## config.mk

```make
export PLATFORM = sky130hd
export DESIGN_NAME = rbst_merge
export DESIGN_NICKNAME = d
export VERILOG_FILES = /design/src/sv/assert_macros.svh /design/src/sv/rbst_pkg.sv /design/src/sv/rbst_merge.sv
export SDC_FILE = /design/constraint.sdc
export NUM_CORES = 1
export LEC_CHECK = 0
export BUFFER_PORTS_ARGS = -buffer_cell sky130_fd_sc_hd__buf_2
export CORE_ASPECT_RATIO = 0.9
export CORE_MARGIN = 2
export CORE_UTILIZATION = 30
export CTS_BUF_LIST = sky130_fd_sc_hd__clkbuf_16
export DETAILED_ROUTE_END_ITERATION = 7
export MAX_ROUTING_LAYER = met4
export PLACE_DENSITY = 0.52
export RECOVER_POWER = 100
export SLEW_MARGIN = 20
export SYNTH_ARGS = -nofsm -noshare
export SYNTH_HDL_FRONTEND = slang
export SYNTH_SLANG_ARGS = --single-unit
```

## constraint.sdc

```tcl
create_clock -name clk -period 6 [get_ports clk]
set_clock_uncertainty 0.05 [all_clocks]
set_input_delay 0.6 -clock clk [delete_from_list [all_inputs] [get_ports clk]]
set_output_delay 0.6 -clock clk [all_outputs]
set_load 0.05 [all_outputs]
```

## src/sv/assert_macros.svh

```systemverilog
// Assertion macros for the RTL files; only the top level includes them.
`ifndef ASSERT_MACROS_SVH
`define ASSERT_MACROS_SVH

// Check that a condition implies a consequence in the same cycle.
`define ASSERT_SAME(label, clk, rst, ante, cons) \
  label: assert property (@(posedge clk) disable iff (rst) (ante) |-> (cons)) \
    else $error("assertion failed");

// Check that a condition implies a consequence in the next cycle.
`define ASSERT_NEXT(label, clk, rst, ante, cons) \
  label: assert property (@(posedge clk) disable iff (rst) (ante) |=> (cons)) \
    else $error("assertion failed");

// Check a consequence in the cycle after an unmasked condition, reset included.
`define ASSERT_NEXT_ALWAYS(label, clk, ante, cons) \
  label: assert property (@(posedge clk) (ante) |=> (cons)) \
    else $error("assertion failed");

`endif

```

## src/sv/rbst_pkg.sv

```systemverilog
// Package with shared constants and types of the 2D ray/box slab test.
package rbst_pkg;

  localparam int WORD_WIDTH = 32;
  localparam int FRAC_BITS  = 16;

  // Per-item flags that travel beside the divider lanes.
  typedef struct packed {
    logic zero_x;
    logic zero_y;
    logic ok_x;
    logic ok_y;
  } side_flags_t;

endpackage

```

## src/sv/rbst_merge.sv

```systemverilog
// Merge stage: intersect the two slab intervals and test against the window.
module rbst_merge #(
  parameter int WORD_WIDTH = rbst_pkg::WORD_WIDTH
) (
  input  logic                         clk,
  input  logic                         en,
  input  rbst_pkg::side_flags_t        flags,
  input  logic signed [WORD_WIDTH-1:0] win_start,
  input  logic signed [WORD_WIDTH-1:0] win_end,
  input  logic signed [WORD_WIDTH-1:0] tx_lo,
  input  logic signed [WORD_WIDTH-1:0] tx_hi,
  input  logic signed [WORD_WIDTH-1:0] ty_lo,
  input  logic signed [WORD_WIDTH-1:0] ty_hi,
  output logic                         hit,
  output logic signed [WORD_WIDTH-1:0] t_enter,
  output logic signed [WORD_WIDTH-1:0] t_exit
);

  localparam logic signed [WORD_WIDTH-1:0] SMIN = {1'b1, {(WORD_WIDTH-1){1'b0}}};
  localparam logic signed [WORD_WIDTH-1:0] SMAX = {1'b0, {(WORD_WIDTH-1){1'b1}}};

  logic signed [WORD_WIDTH-1:0] x0, x1, y0, y1, e, x;
  logic overlap;

  always_comb begin
    x0 = flags.zero_x ? SMIN : tx_lo;
    x1 = flags.zero_x ? SMAX : tx_hi;
    y0 = flags.zero_y ? SMIN : ty_lo;
    y1 = flags.zero_y ? SMAX : ty_hi;
    overlap = flags.ok_x && flags.ok_y && !(x0 > y1) && !(y0 > x1);
    e = (y0 > x0) ? y0 : x0;
    x = (y1 < x1) ? y1 : x1;
  end

  always_ff @(posedge clk) begin
    if (en) begin
      hit     <= overlap && (e < win_end) && (x > win_start);
      t_enter <= overlap ? e : x0;
      t_exit  <= overlap ? x : x1;
    end
  end

endmodule
```

# --- After elaboration in Yosys (flattened, before gate mapping) ---
# Index checks and enable logic that the tools add are counted.
op_classes:
  addsub: 0
  n_mul: 0
  n_lt_le_gt_ge: 6
  div_mod_pow: 0
  shift: 0
  n_eq_ne: 0
  n_reduce_logical: 7
  bitwise_logic: 0
  mux: 8
op_table:
  columns: ["cell", "n"]
  rows:
  - ["$mux W32", 8]
  - ["$gt A32 B32 Y1", 4]
  - ["$lt A32 B32 Y1", 2]
  - ["$logic_and A1 B1 Y1", 5]
  - ["$logic_not A1 Y1", 2]
word_totals:
  reg_bits: 65
  rom_bits: 0
  n_memories: 0
  ramBits: 0
  in_bits: 198
  latchBits: 0

# --- Longest topological paths before layout ---
depth:
  word_depth: 7
  ltp_mapped: 27
  ltp_nobuf: 22

# --- Least setup slack after synthesis ---
# Ideal clock, no wire load.
synth_timing:
  path_kind: "in2reg"
  from: "in flags[2] in the netlist's numbering"
  to: "reg hit (data pin)"
  setup_slack_ns: 0.501
  arrival_time_ns: 5.280
  cell_stages: 24
  setup_time_ns: 0.169
  cell_sequence: "clkbuf_1 -> clkbuf_1 -> clkbuf_1 -> nor2_1 -> inv_1 -> ha_1 -> a21o_1 -> a21oi_1 -> o211ai_1 -> a211o_1 -> nor3_1 -> o32a_1 -> clkbuf_1 -> clkbuf_1 -> nor3_1 -> a21oi_1 -> ha_1 -> a2111oi_0 -> o21ai_0 -> a221oi_1 -> o21ai_0 -> nor4_1 -> o21ai_0 -> nor4b_2"
synth_via:
  elab_chain_cells: 7
  elab_cells_between_ends: 16
  cone_classes: "order compare (6); mux (4); reduce/logical (6)"
synth_lines:
  columns: ["element", "line_no", "text"]
  rows:
  - ["start, declared", "rbst_merge.sv:7", "input rbst_pkg::side_flags_t flags,"]
  - ["branches (longest 6 deep; another with $gt A32 B32 Y1)", null, null]
  - ["$logic_and A1 B1 Y1 *", "rbst_merge.sv:37", "hit <= overlap && (e < win_end) && (x > win_start);"]
  - ["end signal, assigned", "rbst_merge.sv:37", null]
  - ["end, declared", "rbst_merge.sv:14", "output logic hit,"]
# Mark *: on every way between the ends.
# A chain may end at the register's enable or synchronous reset.

# --- Worst setup path in the final report ---
layout_timing:
  from: "in flags[3] in the netlist's numbering"
  to: "reg hit (data pin)"
layout_via:
  elab_chain_cells: 7
  elab_cells_between_ends: 16
  cone_classes: "order compare (6); mux (4); reduce/logical (6)"
layout_lines:
  columns: ["element", "line_no"]
  rows:
  - ["branches (longest 6 deep; another with $gt A32 B32 Y1)", null]
  - ["$logic_and A1 B1 Y1 *", "rbst_merge.sv:37"]
# Marked as above.

==> results.md <==
- Static Leakage: 0.00614 µW
- Fin cells: 1811
- Mapped Area: 8920 µm²
- Post-route ant nets: 0
- CP peak stage delay: slightly above 0.6 ns
- Crit-path max FO: 19
- Fill cells: 3185
- IO Port Bufs: around 260
- CP Cell Sequence: buf_2, nand2b_1, ha_1, nand4_1, or4_4, nor4_4, o31a_2, nor3_1, o21ai_1, a21oi_4, buf_12, mux2i_1, inv_1, ha_1, nand4_1, nor3_1, nand4_1, nor2_1, nor4b_1, a21oi_1, nand4b_1, o21ai_1, nor4b_2
- Hold Vio Cnt, Final: 0
- Starting Density: 0.307
- Slew HR: -1.58
- DP HPWL: roughly 29 mm
- Commonest cells after routing, fill and taps aside: buf_2 (196), ha_1 (185), inv_1 (170)
- CTS root buf: clkbuf_16
- Post-synth EDFFs: 65
- Synth Flop Type: edfxtp_1
- Vias in the first global route: 8810
- Post-synth ARST share: 0
- Die W: between 150 and 200 µm
- Initial antenna violation count: 0
- CTS tree: yes
- RSZ-0062 raised after global routing: no
- Max-slew violations: 66
- Synth top area share: 0.260
- Seq cells post-synth: 65
- Unique masters post-synth: 58
- Most frequent cell on the critical path: nand4_1
- Final RePlAce weighted congestion: 0.991
- Fin crit period: 5.56 ns
- Sink Count: 65
- PwrDens: roughly 170 nW/µm²
- Crit path max-delay cell type: or4_4
- Startpoint Class: input port
- Total routed wirelength: 33.4 mm
- WL/cell: 18.4 µm
- CTS Buffer Depth: 2
- Ratio of cells with drive above 1 in the final layout: 0.208
- Crit end category: flip-flop
- Final worst-path cycle share: 0.926
- Seq/Total Area, Yosys: 0.219
- Critical path type: in -> reg
- Cts bufs inserted: 9
- DIE AREA: 31100 µm²
- Slew at the pin with the worst max-slew slack: 3.87 ns
- Grt ovf: 0
- Final Setup Violations: 0
- # rows: 59
- Post-synth top area cell: ha_1
- Mapped Nets: 1485
- Total vias in the final route: 8950
- Reg clk slew, reported paths: 0.06 ns
- Pre-CTS setup slack: -0.0806 ns
- Avg Inst Size Synth: 8.09 µm²
- Final core occ: 0.390
- Syn-to-layout area delta: 27.2%
- Final net count: 1793
- WP data arrival: ~5.6 ns
- Hold crit path type: in -> reg
- Failing checks: max-capacitance violations, max-slew violations
- Max-cap viol count: 1
- Number of antenna cells inserted: 0
- Core Box Area: 29100 µm²
- Worst setup margin: roughly 0.44 ns
- Die Ht: 168 µm
- DRC Markers: 0
- DP Cell Count: 1792
- Top cells by area, synth: ha_1 (26%), edfxtp_1 (22%), mux2i_1 (7.3%), inv_1 (7.1%), a21oi_1 (4.6%)
- Routed vias/inst: roughly 4.9
- IO Pins: 263
- Multi-input logic area: approximately 6200 µm²
- H-tree depth: 3
- Pre-Repair DR Iteration Count: 5
- Total GRT Usage: 0.218
- Commonest non-fill, non-tap cell in the layout: buf_2
- Synth Instances: 1102
- Fmax: between 150 and 200 MHz
- Initial DRC Count: 572
- Largest net degree at the start of global routing: 66
- Run status: finished, violations left
- Synthesis Warnings: 0
- Required time of the critical path: roughly 6 ns
- VDD IR max: 0.128 mV
- First-pass GRT wire length: just under 50 mm
- Register area: approximately 2000 µm²
## path summary, 6_finish.rpt
check  depth (start not counted)         to     start
max                           23        hit  flags[3]
min                            3  t_exit[8]  tx_hi[8]
## per-layer routing
metal	routed length, µm	track usage	vias to the layer above	share of wire
met4	438	0.0425	0	0.013
met3	2120	0.0344	31	0.064
met2	15300	0.349	336	0.46
met5	0	-	-	0
met1	15500	0.291	4067	0.46
li1	-	-	4516	-
## what timing repair did
item / CTS / global route
resized for setup: 0 / 5
setup buffers: 0 / 3
setup endpoints to repair: 0 / 1
hold buffers: 0 / 0
## critical path: cells and delay by family
family,cells,cell delay [ns]
compound gates,5,0.76
fa+ha+maj,2,0.66
buf+inv,3,0.48
mux,1,0.18
simple gates,12,2.90
## Yosys cell counts, drive strengths merged, types with 2 or more instances
master     n
nand4b     2
maj3       2
a211o      4
a211oi     8
edfxtp    65
nor4       5
and3       5
o21a       3
nor4b      2
buf       15
xnor2      3
o21bai     3
and4       3
nor3      41
clkbuf    24
inv      169
nand4     28
nand2     63
or4        2
nor2b     37
a221oi     3
a2111oi    4
o211ai     9
nor2      92
nand3     13
o22ai      2
ha       185
o2bb2ai    2
a31oi      5
nand2b    37
or2        2
a21oi     83
a21o      26
and2       2
o31a       2
o21ai     74
mux2i     65
## report_power, final
group          switching (µW)  internal, µW
Combinational             575           338
Sequential               12.9           549
Clock                     212           271
Total                     800          1160
## area by class of cell
type,count,area share
clock buffer,9,0.0198
timing repair buffer,336,0.163
inverter,169,0.0559
multi-input combinational,829,0.543
tap,396,0.0437
sequential,65,0.172
clock inverter,7,0.00254
## stage by stage
step | TNS [ns] | hold slack [ns] | area, µm² | total power, µW
3_5_place_dp | -0.0806 | 0.958 | 11100 | 1480
2_1_floorplan | 0 | 0.662 | 8920 | 1160
5_1_grt | 0 | 0.618 | 11300 | 2090
4_1_cts | 0 | 0.595 | 11400 | 1970
3_3_place_gp | -0.00686 | 0.961 | 11100 | 1470
6_report | 0 | 0.609 | 11300 | 1960
## cells by family (layout without fill, tap and decap cells)
| logic type | count (synthesis) | after routing | synth area share |
|---|---|---|---|
| AO/OA/AOI/OAI | 235 | 235 | 0.157 |
| XOR/XNOR | 4 | 4 | 0.00393 |
| adder cells (fa/ha/maj) | 187 | 187 | 0.262 |
| buffers and inverters | 208 | 521 | 0.0929 |
| flip-flops | 65 | 65 | 0.219 |
| multiplexers | 65 | 65 | 0.0730 |
| AND/OR/NAND/NOR | 338 | 338 | 0.193 |
## state kept, by name, summed over array words and instances, names as in the netlist
signal / flops
t_enter: 32
hit: 1
t_exit: 32
Note: power is estimated with default switching activity, not from simulation.
